### src/hw/rtl/rpc_pkg.sv
// shared types and constants of the rectangle polygon clipper
package rpc_pkg;

   localparam int CoordW = 16;
   localparam int MaxOut = 12;
   localparam int OutCntW = $clog2(MaxOut + 1);

   typedef logic signed [CoordW-1:0] coord_type;

   typedef enum logic [1:0] {
      CSR_XMIN = 2'd0,
      CSR_XMAX = 2'd1,
      CSR_YMIN = 2'd2,
      CSR_YMAX = 2'd3
   } csr_index_type;

   typedef enum logic [1:0] {
      TK_VERT,
      TK_CLOSE,
      TK_END
   } tok_kind_type;

   typedef enum logic [2:0] {
      CS_IDLE,
      CS_MUL,
      CS_DIV,
      CS_FIX,
      CS_SEND
   } cell_state_type;

   typedef struct packed {
      coord_type vert_x;
      coord_type vert_y;
      logic      vert_last;
   } req_type;

   typedef struct packed {
      coord_type out_x;
      coord_type out_y;
      logic      out_last;
      logic      out_empty;
   } rsp_type;

   // token handed from cell to cell
   typedef struct packed {
      tok_kind_type kind;
      coord_type    x;
      coord_type    y;
   } tok_type;

endpackage

### src/hw/rtl/rpc_sink.sv
// output end of the chain: holds back one vertex, marks last and empty, limits count
module rpc_sink (
   input  logic             clock,
   input  logic             reset,
   input  logic             in_valid,
   output logic             in_ready,
   input  rpc_pkg::tok_type in_tok,
   output logic             rsp_valid,
   input  logic             rsp_stall,
   output rpc_pkg::rsp_type rsp_data
);
   import rpc_pkg::*;

   logic held_v_ff, held_v_in;
   coord_type held_x_ff, held_x_in, held_y_ff, held_y_in;
   logic [OutCntW-1:0] cnt_ff, cnt_in;
   logic rsp_valid_ff, rsp_valid_in;
   rsp_type rsp_data_ff, rsp_data_in;
   logic put;
   rsp_type put_data;
   logic take;

   always_comb begin
      in_ready = !rsp_valid_ff || !rsp_stall;
      take = in_valid && in_ready;
      held_v_in = held_v_ff;
      held_x_in = held_x_ff;
      held_y_in = held_y_ff;
      cnt_in = cnt_ff;
      rsp_valid_in = rsp_valid_ff && rsp_stall;
      rsp_data_in = rsp_data_ff;
      put = 1'b0;
      put_data = '{out_x: held_x_ff, out_y: held_y_ff, out_last: 1'b0, out_empty: 1'b0};
      if (take) begin
         case (in_tok.kind)
            TK_VERT: begin
               put = held_v_ff;
               held_v_in = 1'b1;
               held_x_in = in_tok.x;
               held_y_in = in_tok.y;
            end
            TK_CLOSE: begin
               put = 1'b1;
               put_data.out_last = 1'b1;
               if (!held_v_ff) begin
                  put_data = '{out_x: '0, out_y: '0, out_last: 1'b1, out_empty: 1'b1};
               end
               held_v_in = 1'b0;
            end
            default: begin
               cnt_in = '0;
            end
         endcase
      end
      // the last slot of a step is kept for the closing item
      if (put && cnt_ff < OutCntW'(MaxOut)
          && (put_data.out_last || cnt_ff < OutCntW'(MaxOut - 1))) begin
         rsp_valid_in = 1'b1;
         rsp_data_in = put_data;
         cnt_in = cnt_ff + 1'b1;
      end
   end

   always_ff @(posedge clock) begin
      if (reset) begin
         held_v_ff <= 1'b0;
         cnt_ff <= '0;
         rsp_valid_ff <= 1'b0;
      end else begin
         held_v_ff <= held_v_in;
         cnt_ff <= cnt_in;
         rsp_valid_ff <= rsp_valid_in;
      end
   end

   always_ff @(posedge clock) begin
      held_x_ff <= held_x_in;
      held_y_ff <= held_y_in;
      rsp_data_ff <= rsp_data_in;
   end

   assign rsp_valid = rsp_valid_ff;
   assign rsp_data = rsp_data_ff;

`ifndef ASSERT_OFF
   a_empty_last: assert property (@(posedge clock) disable iff (reset)
      rsp_valid_ff && rsp_data_ff.out_empty |-> rsp_data_ff.out_last)
      else $error("empty item without last");
   a_cnt_range: assert property (@(posedge clock) disable iff (reset)
      cnt_ff <= OutCntW'(MaxOut))
      else $error("item count overran");
   a_end_clears: assert property (@(posedge clock) disable iff (reset)
      take && in_tok.kind == TK_END |=> cnt_ff == '0)
      else $error("count not cleared at end of step");
`endif

endmodule
### config.mk
export PLATFORM = sky130hd
export DESIGN_NAME = rpc_sink
export DESIGN_NICKNAME = d
export VERILOG_FILES = /design/src/hw/rtl/rpc_pkg.sv /design/src/hw/rtl/rpc_sink.sv
export SDC_FILE = /design/constraint.sdc
export NUM_CORES = 1
export LEC_CHECK = 0
export BUFFER_PORTS_ARGS = -buffer_cell sky130_fd_sc_hd__buf_2
export CELL_PAD_IN_SITES_DETAIL_PLACEMENT = 1
export CELL_PAD_IN_SITES_GLOBAL_PLACEMENT = 1
export CORE_ASPECT_RATIO = 1.4
export CORE_UTILIZATION = 40
export CTS_BUF_LIST = sky130_fd_sc_hd__clkbuf_4 sky130_fd_sc_hd__clkbuf_8
export CTS_CLUSTER_SIZE = 16
export DETAILED_ROUTE_END_ITERATION = 10
export GPL_TIMING_DRIVEN = 0
export PLACE_DENSITY_LB_ADDON = 0.1
export SYNTH_ARGS = -nofsm -noshare
export SYNTH_HDL_FRONTEND = slang
export SYNTH_SLANG_ARGS = --single-unit
### constraint.sdc
create_clock -name clock -period 3.17 [get_ports clock]
set_input_delay 0 -clock clock [delete_from_list [all_inputs] [get_ports clock]]
set_output_delay 0 -clock clock [all_outputs]
set_load 0.02 [all_outputs]
==> out/qor.txt <==
chip width: 70.09 µm
number of resized instances in the post-cts repair step: 0
Filler cells: 601
total global routing track utilization: 0.1644
max-capacitance violation count: 0
critical path type: flip-flop to flip-flop
reported leakage power: 0.001427 µW
vertical extent of the die: 97.33 µm
Clock Root Buffer: sky130_fd_sc_hd__clkbuf_8
Power Total: 2014 µW
I/O pins: 74
xor and xnor fraction of the mapped netlist area: 0
routability cong.: 0.7940
initial DRC count: 89
placement row count: 34
Clock power frac: 0.387
overall overflow remaining after global route: 0
max-slew headroom at the worst pin: 0.5028
final setup fails: 0
startpoint class of the critical path: flip-flop
maximum operating frequency: 450.2 MHz
basic-gate share of the synthesized area counting and, or, nand and nor cells: 0.1340
count of vias placed by the detailed router: 1609
layout-stage area growth over the synthesis result: 41.69%
dominant combinational cell family by area after synthesis: simple AND/OR/NAND/NOR gates
Setup TNS: 0 ns
Syn. warnings: 0
H-tree levels: 3
Post-Syn Area per Cell: 18.03 µm²
Internal Dissipation: 1598 µW
detailed placement HPWL: 3213 µm
IR drop worst, VDD: 0.3240 mV
fraction of the yosys area taken by sequential cells: 0.8096
final critical-path required period: 2.221 ns
Net Sw Frac: 0.2065
total length of routed wires: 5247 µm
number of nets at the end of the flow: 303
largest buffer count on any clock path: 2
clk slew on worst S/H paths: 0.08 ns
maximum fanout count along the critical path: 21
core box area: 0.006254 mm²
quantity of I/O buffers inserted on ports: 72
endpoint type of the worst setup path: flip-flop
via count of the first global-routing pass: 1741
Via-to-Cell Ratio: 4.718
Switch Pwr: 415.9 µW
required time at the worst-slack endpoint: 3.41 ns
final count of pins violating max slew: 0
initial antenna violation count: 0
WL per Instance: 15.39 µm
Hold WC Path Type: input pin to flip-flop
Clk Latency, worst-skew pair: 0.34 ns
number of iterations in the first detailed-routing pass: 4
commonest cells after routing, fill and taps aside: sky130_fd_sc_hd__buf_2, sky130_fd_sc_hd__edfxtp_1, sky130_fd_sc_hd__dlygate4sd3_1
Post-Synthesis Cells: 144
leading cell type in the layout, fill and taps excluded: sky130_fd_sc_hd__buf_2
Final ANT Viol Nets: 0
ordered list of cells on the worst path: ha_1, inv_1, o21a_1, nand2_1, clkinv_1, buf_16, a22o_1
Unique masters post-synth: 25
share of power burned in registers: 0.535
#FFs+latches synth: 72
Final Hold Fails: 0
wire length of the first global-routing pass: 8183 µm
effective utilization at floorplan: 0.4152
CTS buffer count: 9
Final Skew: 0.01013 ns
number of diodes added for antenna fixing: 0
synthesized-area fraction occupied by ao, oa, aoi and oai cells: 0.03422
remaining design rule violation count: 0
fraction of power consumed by combinational cells: 0.078
Post-Synthesis Cell Area: 0.002596 mm²
Adder-Cell Fraction of Synth Area: 0.004819
power density of the placed cells: 547.4 mW/mm²
final worst-path cycle share: 0.7006
multiplexer area fraction after synthesis: 0
TritonCTS sink count: 72
unrepaired setup endpoints after global routing: false
Post-Synthesis Net Count: 183
pin slew with the least headroom to its limit: 0.7433 ns
critical path arrival: 2.46 ns
largest net degree at the start of global routing: 37
Slowest cell on crit path: sky130_fd_sc_hd__clkinv_1
die footprint: 0.006822 mm²
clock tree from TritonCTS: yes
peak per-stage delay on the critical path: 0.54 ns
outcome: finished, final reports clean
share of post-route cells with drive strength above 1: 0.3903
==> worst max-delay path, delay by kind of cell, from the launching register on <==
kind / cells / cell delay, ns
and+or+nand+nor: 1 / 0.10
DFF: 1 / 0.37
buffers and inverters: 3 / 1.02
AOI/OAI and AO/OA: 2 / 0.43
adders and majority gates: 1 / 0.21
==> area by class of cell <==
class,instances,area (µm²),area share
Timing Repair Buffer,109,765.7,0.2082
Multi-Input combinational cell,66,460.4,0.1252
Tap cell,72,90.09,0.02449
Clock buffer,10,131.4,0.03571
Buffer,4,37.54,0.01020
Inverter,2,7.507,0.002041
Clock inverter,6,83.83,0.02279
Sequential cell,72,2102,0.5714
==> logic make-up (layout without fill, tap and decap cells) <==
logic type | count (synthesis) | in the layout
DFF | 72 | 72
and+or+nand+nor | 52 | 52
AOI/OAI and AO/OA | 13 | 13
buffers and inverters | 6 | 131
adders and majority gates | 1 | 1
==> synthesized netlist by cell type <==
cell type,n,area (µm²)
sky130_fd_sc_hd__a211oi_1,1,7.510
sky130_fd_sc_hd__a21bo_2,1,10.01
sky130_fd_sc_hd__a21oi_1,2,10.01
sky130_fd_sc_hd__a22o_1,2,17.52
sky130_fd_sc_hd__a2bb2oi_1,1,8.760
sky130_fd_sc_hd__a31oi_1,2,12.51
sky130_fd_sc_hd__and2_1,2,12.51
sky130_fd_sc_hd__and2b_1,3,22.52
sky130_fd_sc_hd__and3_1,1,6.260
sky130_fd_sc_hd__buf_6,3,33.78
sky130_fd_sc_hd__clkbuf_1,1,3.750
sky130_fd_sc_hd__dfxtp_1,6,120.1
sky130_fd_sc_hd__edfxtp_1,66,1982
sky130_fd_sc_hd__ha_1,1,12.51
sky130_fd_sc_hd__inv_1,2,7.510
sky130_fd_sc_hd__nand2_1,3,11.26
sky130_fd_sc_hd__nand2b_1,1,6.260
sky130_fd_sc_hd__nor2_1,4,15.01
sky130_fd_sc_hd__nor2b_1,24,150.1
sky130_fd_sc_hd__nor2b_2,9,78.83
sky130_fd_sc_hd__nor3_1,3,15.01
sky130_fd_sc_hd__nor4_1,1,6.260
sky130_fd_sc_hd__nor4b_4,1,23.77
sky130_fd_sc_hd__o21a_1,1,7.510
sky130_fd_sc_hd__o21ai_0,3,15.01
==> sequential cells by signal, summed over array words and instances (netlist names) <==
| register | flops |
|---|---|
| held_v_ff | 1 |
| rsp_valid | 1 |
| held_x_ff | 16 |
| rsp_data | 34 |
| held_y_ff | 16 |
| cnt_ff | 4 |
==> layer usage <==
metal | vias to the layer above | GRT usage | routed length, µm
li1 | 768 | - | -
met1 | 775 | 0.1717 | 1958
met2 | 54 | 0.2959 | 2930
met3 | 12 | 0.04046 | 235
met4 | 0 | 0.09077 | 123
met5 | - | 0 | 0
==> what timing repair did <==
item	4_1_cts	5_1_grt
endpoints found under the setup margin	0	0
hold buffers	35	0
endpoints found under the hold margin	36	0
buffers inserted	0	0
==> per-stage QoR <==
stage	util	std cells	worst slack (ns)	hold WS (ns)	area [µm²]
global placement	0.4880	288	0.3380	0.1769	3052
detailed placement	0.4934	289	0.7725	0.1787	3085
CTS	0.5838	340	0.7363	0.1341	3651
floorplan	-	144	0.8338	0.06907	2601
finish	0.5882	341	0.9490	0.1526	3679
global route	0.5882	341	0.8027	0.1684	3679
==> worst paths after layout <==
| path | start | to | slack (ns) | depth (start not counted) |
|---|---|---|---|---|
| setup / recovery | cnt_ff[0] | cnt_ff[1] | 0.95 | 7 |
| hold / removal | in_tok[32] | rsp_data[1] | 0.15 | 2 |
| setup reg to reg | cnt_ff[0] | cnt_ff[1] | 0.95 | 7 |
| hold reg to reg | held_x_ff[8] | rsp_data[26] | 0.52 | 1 |
==> power groups by stage <==
stage / sequential (µW) / combinational (µW) / clock, µW
after CTS: 1080 / 154 / 800
after global placement: 1100 / 109 / 0
after detailed placement: 1100 / 120 / 0
after global routing: 1080 / 170 / 835
after floorplan: 1120 / 44.8 / 0
final: 1080 / 157 / 779
Note: power is estimated with default switching activity, not from simulation.
