[config.mk]
export PLATFORM = sky130hd
export DESIGN_NAME = rpc_cell
export DESIGN_NICKNAME = d
export VERILOG_FILES = /design/src/hw/rtl/rpc_pkg.sv /design/src/hw/rtl/rpc_cell.sv
export SDC_FILE = /design/constraint.sdc
export NUM_CORES = 1
export LEC_CHECK = 0
export BUFFER_PORTS_ARGS = -buffer_cell sky130_fd_sc_hd__buf_2
export CAP_MARGIN = 20
export CORE_MARGIN = 4
export CORE_UTILIZATION = 45
export DETAILED_ROUTE_END_ITERATION = 8
export PLACE_DENSITY = 0.65
export SLEW_MARGIN = 10
export SYNTH_ARGS = -nofsm -noshare
export SYNTH_HDL_FRONTEND = slang
export SYNTH_SLANG_ARGS = --single-unit
[constraint.sdc]
create_clock -name clock -period 14.3 [get_ports clock]
set_input_delay 2.86 -clock clock [delete_from_list [all_inputs] [get_ports clock]]
set_output_delay 2.86 -clock clock [all_outputs]
set_load 0.02 [all_outputs]
[src/hw/rtl/rpc_pkg.sv]
// shared types and constants of the rectangle polygon clipper
package rpc_pkg;

   localparam int CoordW = 16;
   localparam int MaxOut = 12;
   localparam int OutCntW = $clog2(MaxOut + 1);

   typedef logic signed [CoordW-1:0] coord_type;

   typedef enum logic [1:0] {
      CSR_XMIN = 2'd0,
      CSR_XMAX = 2'd1,
      CSR_YMIN = 2'd2,
      CSR_YMAX = 2'd3
   } csr_index_type;

   typedef enum logic [1:0] {
      TK_VERT,
      TK_CLOSE,
      TK_END
   } tok_kind_type;

   typedef enum logic [2:0] {
      CS_IDLE,
      CS_MUL,
      CS_DIV,
      CS_FIX,
      CS_SEND
   } cell_state_type;

   typedef struct packed {
      coord_type vert_x;
      coord_type vert_y;
      logic      vert_last;
   } req_type;

   typedef struct packed {
      coord_type out_x;
      coord_type out_y;
      logic      out_last;
      logic      out_empty;
   } rsp_type;

   // token handed from cell to cell
   typedef struct packed {
      tok_kind_type kind;
      coord_type    x;
      coord_type    y;
   } tok_type;

endpackage

[src/hw/rtl/rpc_cell.sv]
// one clipping stage against a single window edge, with its own serial divider
module rpc_cell #(
   parameter int KIND = 0
) (
   input  logic             clock,
   input  logic             reset,
   input  rpc_pkg::coord_type win_c,
   input  logic             in_valid,
   output logic             in_ready,
   input  rpc_pkg::tok_type in_tok,
   output logic             out_valid,
   input  logic             out_ready,
   output rpc_pkg::tok_type out_tok
);
   import rpc_pkg::*;

   localparam int W = CoordW;
   localparam int CntW = $clog2(W);
   localparam bit UseY = (KIND >= 2);

   cell_state_type state_ff, state_in;
   logic started_ff, started_in;
   coord_type first_x_ff, first_x_in, first_y_ff, first_y_in;
   coord_type prev_x_ff, prev_x_in, prev_y_ff, prev_y_in;
   coord_type su_ff, su_in, sv_ff, sv_in;
   coord_type ex_ff, ex_in, ey_ff, ey_in;
   coord_type ix_ff, ix_in, iy_ff, iy_in;
   logic pend_i_ff, pend_i_in, pend_e_ff, pend_e_in, pend_t_ff, pend_t_in;
   tok_kind_type fkind_ff, fkind_in;
   logic [W-1:0] rem_ff, rem_in, q_ff, q_in, d_ff, d_in;
   logic neg_ff, neg_in;
   logic [CntW-1:0] cnt_ff, cnt_in;
   logic ov_ff, ov_in;
   tok_type otok_ff, otok_in;

   function automatic logic inside_f(coord_type u, coord_type c);
      logic r;
      case (KIND)
         0: r = u > c;
         1: r = u <= c;
         2: r = u < c;
         default: r = u > c;
      endcase
      return r;
   endfunction

   // edge arithmetic
   coord_type eu, ev, ecx, ecy;
   logic signed [W:0] dv, du, dd;
   logic [W-1:0] mdv, mdu;
   logic [2*W-1:0] prod;
   logic [W:0] r2;
   logic ge;
   logic signed [W+1:0] qs, t0, t;
   coord_type iv;
   logic free;

   always_comb begin
      eu = UseY ? ey_ff : ex_ff;
      ev = UseY ? ex_ff : ey_ff;
      dv = (W+1)'(ev) - (W+1)'(sv_ff);
      du = (W+1)'(su_ff) - (W+1)'(win_c);
      dd = (W+1)'(su_ff) - (W+1)'(eu);
      mdv = dv[W] ? W'(-dv) : W'(dv);
      mdu = du[W] ? W'(-du) : W'(du);
      prod = (2*W)'(mdv) * (2*W)'(mdu);
      r2 = {rem_ff, q_ff[W-1]};
      ge = r2 >= {1'b0, d_ff};
      qs = signed'({2'b00, q_ff});
      t0 = (W+2)'(sv_ff) + (neg_ff ? -qs : qs);
      t = t0;
      // truncate toward zero when the division left a remainder
      if (rem_ff != '0) begin
         if (neg_ff && t0 > 0) begin
            t = t0 - (W+2)'(1);
         end else if (!neg_ff && t0 < 0) begin
            t = t0 + (W+2)'(1);
         end
      end
      iv = W'(t);
   end

   always_comb begin
      state_in = state_ff;
      started_in = started_ff;
      first_x_in = first_x_ff;
      first_y_in = first_y_ff;
      prev_x_in = prev_x_ff;
      prev_y_in = prev_y_ff;
      su_in = su_ff;
      sv_in = sv_ff;
      ex_in = ex_ff;
      ey_in = ey_ff;
      ix_in = ix_ff;
      iy_in = iy_ff;
      pend_i_in = pend_i_ff;
      pend_e_in = pend_e_ff;
      pend_t_in = pend_t_ff;
      fkind_in = fkind_ff;
      rem_in = rem_ff;
      q_in = q_ff;
      d_in = d_ff;
      neg_in = neg_ff;
      cnt_in = cnt_ff;
      ov_in = ov_ff && !out_ready;
      otok_in = otok_ff;
      ecx = in_tok.x;
      ecy = in_tok.y;
      in_ready = (state_ff == CS_IDLE);
      free = !ov_ff || out_ready;

      case (state_ff)
         CS_IDLE: begin
            if (in_valid) begin
               pend_i_in = 1'b0;
               pend_e_in = 1'b0;
               pend_t_in = 1'b0;
               fkind_in = in_tok.kind;
               if (in_tok.kind == TK_CLOSE) begin
                  ecx = first_x_ff;
                  ecy = first_y_ff;
               end
               su_in = UseY ? prev_y_ff : prev_x_ff;
               sv_in = UseY ? prev_x_ff : prev_y_ff;
               ex_in = ecx;
               ey_in = ecy;
               case (in_tok.kind)
                  TK_VERT: begin
                     prev_x_in = in_tok.x;
                     prev_y_in = in_tok.y;
                     if (!started_ff) begin
                        started_in = 1'b1;
                        first_x_in = in_tok.x;
                        first_y_in = in_tok.y;
                     end else begin
                        pend_e_in = inside_f(UseY ? ecy : ecx, win_c);
                        if (inside_f(UseY ? prev_y_ff : prev_x_ff, win_c) != pend_e_in) begin
                           state_in = CS_MUL;
                        end else begin
                           state_in = CS_SEND;
                        end
                     end
                  end
                  TK_CLOSE: begin
                     pend_t_in = 1'b1;
                     started_in = 1'b0;
                     state_in = CS_SEND;
                     if (started_ff) begin
                        pend_e_in = inside_f(UseY ? ecy : ecx, win_c);
                        if (inside_f(UseY ? prev_y_ff : prev_x_ff, win_c) != pend_e_in) begin
                           state_in = CS_MUL;
                        end
                     end
                  end
                  default: begin
                     pend_t_in = 1'b1;
                     state_in = CS_SEND;
                  end
               endcase
            end
         end
         CS_MUL: begin
            {rem_in, q_in} = prod;
            d_in = W'(dd[W] ? -dd : dd);
            neg_in = dv[W] ^ du[W] ^ dd[W];
            cnt_in = CntW'(W - 1);
            state_in = CS_DIV;
         end
         CS_DIV: begin
            rem_in = ge ? W'(r2 - {1'b0, d_ff}) : W'(r2);
            q_in = {q_ff[W-2:0], ge};
            cnt_in = cnt_ff - 1'b1;
            if (cnt_ff == '0) begin
               state_in = CS_FIX;
            end
         end
         CS_FIX: begin
            ix_in = UseY ? iv : win_c;
            iy_in = UseY ? win_c : iv;
            pend_i_in = 1'b1;
            state_in = CS_SEND;
         end
         CS_SEND: begin
            if (free) begin
               // intersection first, then end point, then the forwarded marker
               if (pend_i_ff) begin
                  ov_in = 1'b1;
                  otok_in = '{kind: TK_VERT, x: ix_ff, y: iy_ff};
                  pend_i_in = 1'b0;
               end else if (pend_e_ff) begin
                  ov_in = 1'b1;
                  otok_in = '{kind: TK_VERT, x: ex_ff, y: ey_ff};
                  pend_e_in = 1'b0;
               end else if (pend_t_ff) begin
                  ov_in = 1'b1;
                  otok_in = '{kind: fkind_ff, x: '0, y: '0};
                  pend_t_in = 1'b0;
               end
               if (!pend_i_in && !pend_e_in && !pend_t_in) begin
                  state_in = CS_IDLE;
               end
            end
         end
         default: begin
            state_in = CS_IDLE;
         end
      endcase
   end

   always_ff @(posedge clock) begin
      if (reset) begin
         state_ff <= CS_IDLE;
         started_ff <= 1'b0;
         pend_i_ff <= 1'b0;
         pend_e_ff <= 1'b0;
         pend_t_ff <= 1'b0;
         ov_ff <= 1'b0;
         first_x_ff <= '0;
         first_y_ff <= '0;
         prev_x_ff <= '0;
         prev_y_ff <= '0;
      end else begin
         state_ff <= state_in;
         started_ff <= started_in;
         pend_i_ff <= pend_i_in;
         pend_e_ff <= pend_e_in;
         pend_t_ff <= pend_t_in;
         ov_ff <= ov_in;
         first_x_ff <= first_x_in;
         first_y_ff <= first_y_in;
         prev_x_ff <= prev_x_in;
         prev_y_ff <= prev_y_in;
      end
   end

   always_ff @(posedge clock) begin
      su_ff <= su_in;
      sv_ff <= sv_in;
      ex_ff <= ex_in;
      ey_ff <= ey_in;
      ix_ff <= ix_in;
      iy_ff <= iy_in;
      fkind_ff <= fkind_in;
      rem_ff <= rem_in;
      q_ff <= q_in;
      d_ff <= d_in;
      neg_ff <= neg_in;
      cnt_ff <= cnt_in;
      otok_ff <= otok_in;
   end

   assign out_valid = ov_ff;
   assign out_tok = otok_ff;

`ifndef ASSERT_OFF
   a_div_nonzero: assert property (@(posedge clock) disable iff (reset)
      state_ff == CS_DIV |-> d_ff != '0)
      else $error("divider running with zero divisor");
   a_out_hold: assert property (@(posedge clock) disable iff (reset)
      ov_ff && !out_ready |=> ov_ff && $stable(otok_ff))
      else $error("stalled token changed");
   a_fix_send: assert property (@(posedge clock) disable iff (reset)
      state_ff == CS_FIX |=> state_ff == CS_SEND && pend_i_ff)
      else $error("intersection not queued after divide");
`endif

endmodule

==> results of run 1 <==
==> cells by family after synthesis <==
kind of cell | share of synthesized area (%)
flip-flops | 28.5
AO/OA/AOI/OAI | 13.6
AND/OR/NAND/NOR | 15.4
buffers and inverters | 6.65
adder cells (fa/ha/maj) | 27.7
XOR/XNOR | 5.82
multiplexers | 2.34
==> flip-flops by register name, indices dropped and copies added (netlist names), 16 cells and up <==
signal,cells
d_ff,16
eu,16
ev,16
first_x_ff,16
first_y_ff,16
ix_ff,16
iy_ff,16
out_tok,34
prev_x_ff,16
prev_y_ff,16
q_ff,16
rem_ff,16
su_ff,16
sv_ff,16
==> synthesized netlist by cell type, types with 6 or more instances <==
cell type | n | share of area [%]
inv_1 | 356 | 5.4
nand2_1 | 348 | 5.3
ha_1 | 225 | 11
fa_1 | 199 | 16
edfxtp_1 | 185 | 23
nor2_1 | 184 | 2.8
a21oi_1 | 179 | 3.7
xnor2_1 | 100 | 3.6
o21ai_0 | 87 | 1.8
dfxtp_1 | 72 | 5.9
clkbuf_1 | 63 | 0.96
xor2_1 | 61 | 2.2
and2_1 | 52 | 1.3
a21o_1 | 43 | 1.3
mux2_2 | 42 | 1.9
nand2b_1 | 39 | 0.99
nor3_1 | 33 | 0.67
a22o_1 | 32 | 1.1
nor2b_1 | 31 | 0.79
and3_1 | 24 | 0.61
o21a_1 | 23 | 0.70
nand3_1 | 19 | 0.39
a211oi_1 | 17 | 0.52
nand4_1 | 17 | 0.43
or3_1 | 17 | 0.43
nor4_1 | 13 | 0.33
o31ai_1 | 12 | 0.37
a31oi_1 | 11 | 0.28
mux2i_1 | 10 | 0.41
o211ai_1 | 10 | 0.31
o21ai_1 | 9 | 0.18
o21bai_1 | 8 | 0.24
o31a_1 | 8 | 0.29
a32oi_1 | 6 | 0.21
and4_1 | 6 | 0.21
or4_1 | 6 | 0.18
==> worst max-delay path: cells and delay by family <==
family	cells	cell delay, ps
buffers and inverters	6	660
AO/OA/AOI/OAI	12	3530
adder cells (fa/ha/maj)	9	3940
XOR/XNOR	2	770
AND/OR/NAND/NOR	4	780
==> layout make-up <==
class / count / area [um^2]
flip-flops and latches: 257 / 7000
diodes: 2 / 5.00
repair buffers: 133 / 823
multi-input cells: 1964 / 16000
clock inverters: 9 / 88.8
well taps: 696 / 871
inverters: 356 / 1340
fillers: 4990 / 27000
clock buffers: 41 / 832
==> metrics by stage <==
| stage | std cells | cell area [um^2] | hold WS [ps] |
|---|---|---|---|
| after floorplan | 2650 | 24500 | 408 |
| after global placement | 3401 | 25900 | 411 |
| after detailed placement | 3403 | 26000 | 417 |
| after CTS | 3453 | 26900 | 433 |
| after global routing | 3456 | 26900 | 449 |
| final | 3458 | 27000 | 432 |
==> routing by layer <==
metal	wire (um)	global-route usage, %	vias to the layer above
met5	13	0	-
met4	1320	4.68	2
met3	4560	3.09	84
met2	31000	38.3	632
met1	28900	31.6	9491
li1	-	-	9159
==> worst paths after layout <==
kind                             startpoint                   end  slack, ps  depth (start not counted)
hold reg to reg   prev_y_ff[8]$_SDFFE_PP0P_    sv_ff[8]$_DFFE_PP_        430                          0
setup / recovery                   win_c[0]  rem_ff[15]$_DFFE_PP_       2020                         33
setup reg to reg            ev[0]$_DFFE_PP_  rem_ff[15]$_DFFE_PP_       3810                         32
hold / removal    prev_y_ff[8]$_SDFFE_PP0P_    sv_ff[8]$_DFFE_PP_        430                          0
==> out/metrics.yaml, run 1 <==
place:
  place_congestion: 0.962
  dp_hpwl_mm: 51.9
  pre_cts_ws_ps: 1500
  portBuffers: 89
clock_tree:
  cts_made_buffers: 27
  cts_root_buf: "clkbuf_16"
  htreeDepth: 1
  cts.sinks: 257
  clk_path_buf_depth: 3
  clk_latency_ps: 560
  post_cts_buffers: 0
  cts_tree: "done"
  clk_pin_slew_ps: 70
  cts_resized: 0
  cts_hold_buf: 0
floorplanning:
  die_w_um: 241
  die_y_um: 241
  rows: 85
  die_area_um2: 58300
  num_io_pins: 90
  initial_core_util_pct: 45.5
  core-area_um2: 53900
timing:
  rsz0062_at_grt: "false"
  fin_skew_ps: 22.4
  maxClockFrequency_mhz: 81.4
  min_period_ps: 12280
  fin_crit_sh_pct: 85.9
  fin_ws_ps: 2020
  finalSetupViolations: 0
  worstMarginPinSlew_ps: 1110
  max_slew_margin_pct: 25.8
  report.final.slew_viol_count: 0
  tns_ps: 0
  hold_viol: 0
critical_path:
  critical_path_class: "in2reg"
  crit_fanout: 8
  endpoint_kind: "register"
  crit_path_start_kind: "primary input"
  cp_common_cell: "fa_1"
  cp.required_ps: 14600
  max_stage_delay_ps: 920
  worstPathArrival_ps: 12580
  cp_slowest_cell: "a2111oi_1"
synth:
  ys_seq_area_share_pct: 28.5
  syn-num-nets: 3128
  synth_flop_cell: "edfxtp_1"
  synth_area_per_cell_um2: 9.26
  synthCells: 2650
  yosysWarnings: 0
  synth-seq-cells: 257
  synth_cell_types: 84
  syn_area_um2: 24500
  synth-edff-count: 185
  async_flop_share_pct: 0
routing:
  drc: 0
  via_per_inst: 5.60
  drt_iter0_markers: 1299
  dr.pass1.iters: 5
  wl_per_cell_um: 19.0
  vias: 19400
  wl_mm: 65.8
  ant_nets: 0
cells_and_area:
  drive_gt1_share_pct: 9.35
  utilization_pct: 50.0
  nets: 3217
  final_cell_mix: "inv_1, nand2_1, ha_1"
  final_common_cell: "inv_1"
  area_delta_synth_final_pct: 9.89
min_path:
  hp-class: "reg2reg"
global_route:
  antenna_found_initial: 3
  grt_pass1_vias: 19700
  grt_overflow_total: 0
  grt_max_degree: 68
  grt_util_all_layers_pct: 22.7
  grt_pass1_wl_mm: 106
flow_run:
  max_cap_violations: 0
run_status:
  outcome: "finished clean"
Power of run 1 is left out: the tool's default activity adds up to more than one toggle a clock period on the data nets, which glitch-free logic cannot reach.
==> run 2, diff against run 1 <==
Clock period 14.3 ns to 11.6 ns, I/O delays scaled along.
==> out/metrics.yaml, run 2 (synthesis gave the netlist of run 1 again) <==
timing:
  maxClockFrequency_mhz: 91.2
  fin_skew_ps: 19.4  # -3.02 ps
  finalSetupViolations: 0  # unchanged
  min_period_ps: 10970
  tns_ps: 0  # unchanged
  worstMarginPinSlew_ps: 1140  # +31.3 ps
  rsz0062_at_grt: "false"
  report.final.slew_viol_count: 0  # unchanged
  max_slew_margin_pct: 23.7  # -2.1 points
  fin_crit_sh_pct: 94.5
  hold_viol: 0  # unchanged
critical_path:
  cp_common_cell: "fa_1"
  endpoint_kind: "register"
  critical_path_class: "in2reg"
  worstPathArrival_ps: 11280  # -1300 ps
  crit_path_start_kind: "primary input"
  cp.required_ps: 11910  # -2690 ps
  cp_slowest_cell: "a2111oi_0"
  crit_fanout: 12  # +4
  max_stage_delay_ps: 800  # -120 ps
routing:
  dr.pass1.iters: 7  # +2
  via_per_inst: 5.54  # -1.0%
  wl_mm: 65.4  # -0.62%
  wl_per_cell_um: 18.9  # -0.85%
  drc: 0  # unchanged
  drt_iter0_markers: 1262  # -2.8%
  vias: 19200  # -0.82%
  ant_nets: 0  # unchanged
clock_tree:
  cts_tree: "done"
  clk_path_buf_depth: 3  # unchanged
  cts.sinks: 257  # unchanged
  cts_made_buffers: 27  # unchanged
  htreeDepth: 1  # unchanged
  cts_hold_buf: 0  # unchanged
  clk_latency_ps: 560  # about the same
  cts_resized: 0  # unchanged
  clk_pin_slew_ps: 60  # about the same
  post_cts_buffers: 0  # unchanged
  cts_root_buf: "clkbuf_16"
cells_and_area:
  fillCellCount: 4933  # -1.1%
  multi_input_area_um2: 16000  # -0.10%
  drive_gt1_share_pct: 9.71  # +0.36 points
  area_delta_synth_final_pct: 10.1
  final_common_cell: "inv_1"
  nets: 3227  # +0.31%
  antenna_cells: 0  # -2
  final_cell_mix: "inv_1, nand2_1, ha_1"
  largest_reg_flops: 34  # unchanged
  seq_area_um2: 7000  # unchanged
global_route:
  grt_util_all_layers_pct: 22.4  # -0.27 points
  grt_overflow_total: 0  # unchanged
  antenna_found_initial: 0  # -3
  grt_pass1_vias: 19600  # -0.61%
  grt_pass1_wl_mm: 105  # -0.67%
  grt_max_degree: 73  # +7.4%
place:
  dp_hpwl_mm: 52.0  # about the same
  portBuffers: 89  # unchanged
  place_congestion: 0.928  # -3.6%
min_path:
  hp-class: "reg2reg"
floorplanning:
  rows: 85  # unchanged
  die_y_um: 241  # unchanged
  core-area_um2: 53900  # unchanged
  die_area_um2: 58300  # unchanged
  initial_core_util_pct: 45.5  # unchanged
  num_io_pins: 90  # unchanged
  die_w_um: 241  # unchanged
flow_run:
  max_cap_violations: 0  # unchanged
run_status:
  outcome: "finished clean"
-- run 2: critical path, delay by kind of cell --
| family | cells | cell delay, ps |
|---|---|---|
| xor gates and xnor gates | 2 | 290 |
| AOI/OAI and AO/OA | 15 | 3490 |
| adders and majority gates | 9 | 4090 |
| buffers and inverters | 6 | 700 |
| and+or+nand+nor | 3 | 370 |
-- run 2: layout make-up --
class / count / share of cell area, %
Multi-Input combinational cell: 1964 / 59.2
Sequential cell: 257 / 25.9
Inverter: 356 / 4.95
Timing Repair Buffer: 143 / 3.34
Tap cell: 696 / 3.23
Clock buffer: 33 / 2.78
Clock inverter: 17 / 0.602
-- run 2: worst paths after layout --
path                                                 start                    to  slack [ps]  depth (start not counted)
worst max-delay path                              win_c[0]  rem_ff[15]$_DFFE_PP_         630                         35
worst min-delay path            prev_y_ff[11]$_SDFFE_PP0P_   sv_ff[11]$_DFFE_PP_         430                          0
worst max register to register             ev[0]$_DFFE_PP_  rem_ff[15]$_DFFE_PP_        1370                         34
worst min register to register  prev_y_ff[11]$_SDFFE_PP0P_   sv_ff[11]$_DFFE_PP_         430                          0
-- run 2: per-stage QoR --
stage | setup WS, ps | utilization, % | hold WS [ps] | area (um^2) | std cells
finish | 634 | 50.1 | 427 | 27000 | 3466
detailed placement | 138 | 48.3 | 416 | 26000 | 3412
global route | 133 | 50.1 | 439 | 27000 | 3466
CTS | 687 | 50.0 | 430 | 26900 | 3462
floorplan | 760 | - | 408 | 24500 | 2650
global placement | 337 | 48.2 | 413 | 26000 | 3411
-- run 2: layer usage --
layer | vias up | wire, um | GRT usage, %
met5 | - | 0 | 0
met4 | 0 | 1600 | 5.23
met3 | 77 | 3510 | 2.44
met2 | 516 | 30300 | 37.5
met1 | 9424 | 30000 | 31.6
li1 | 9192 | - | -
Power of run 2 is left out for the same reason.
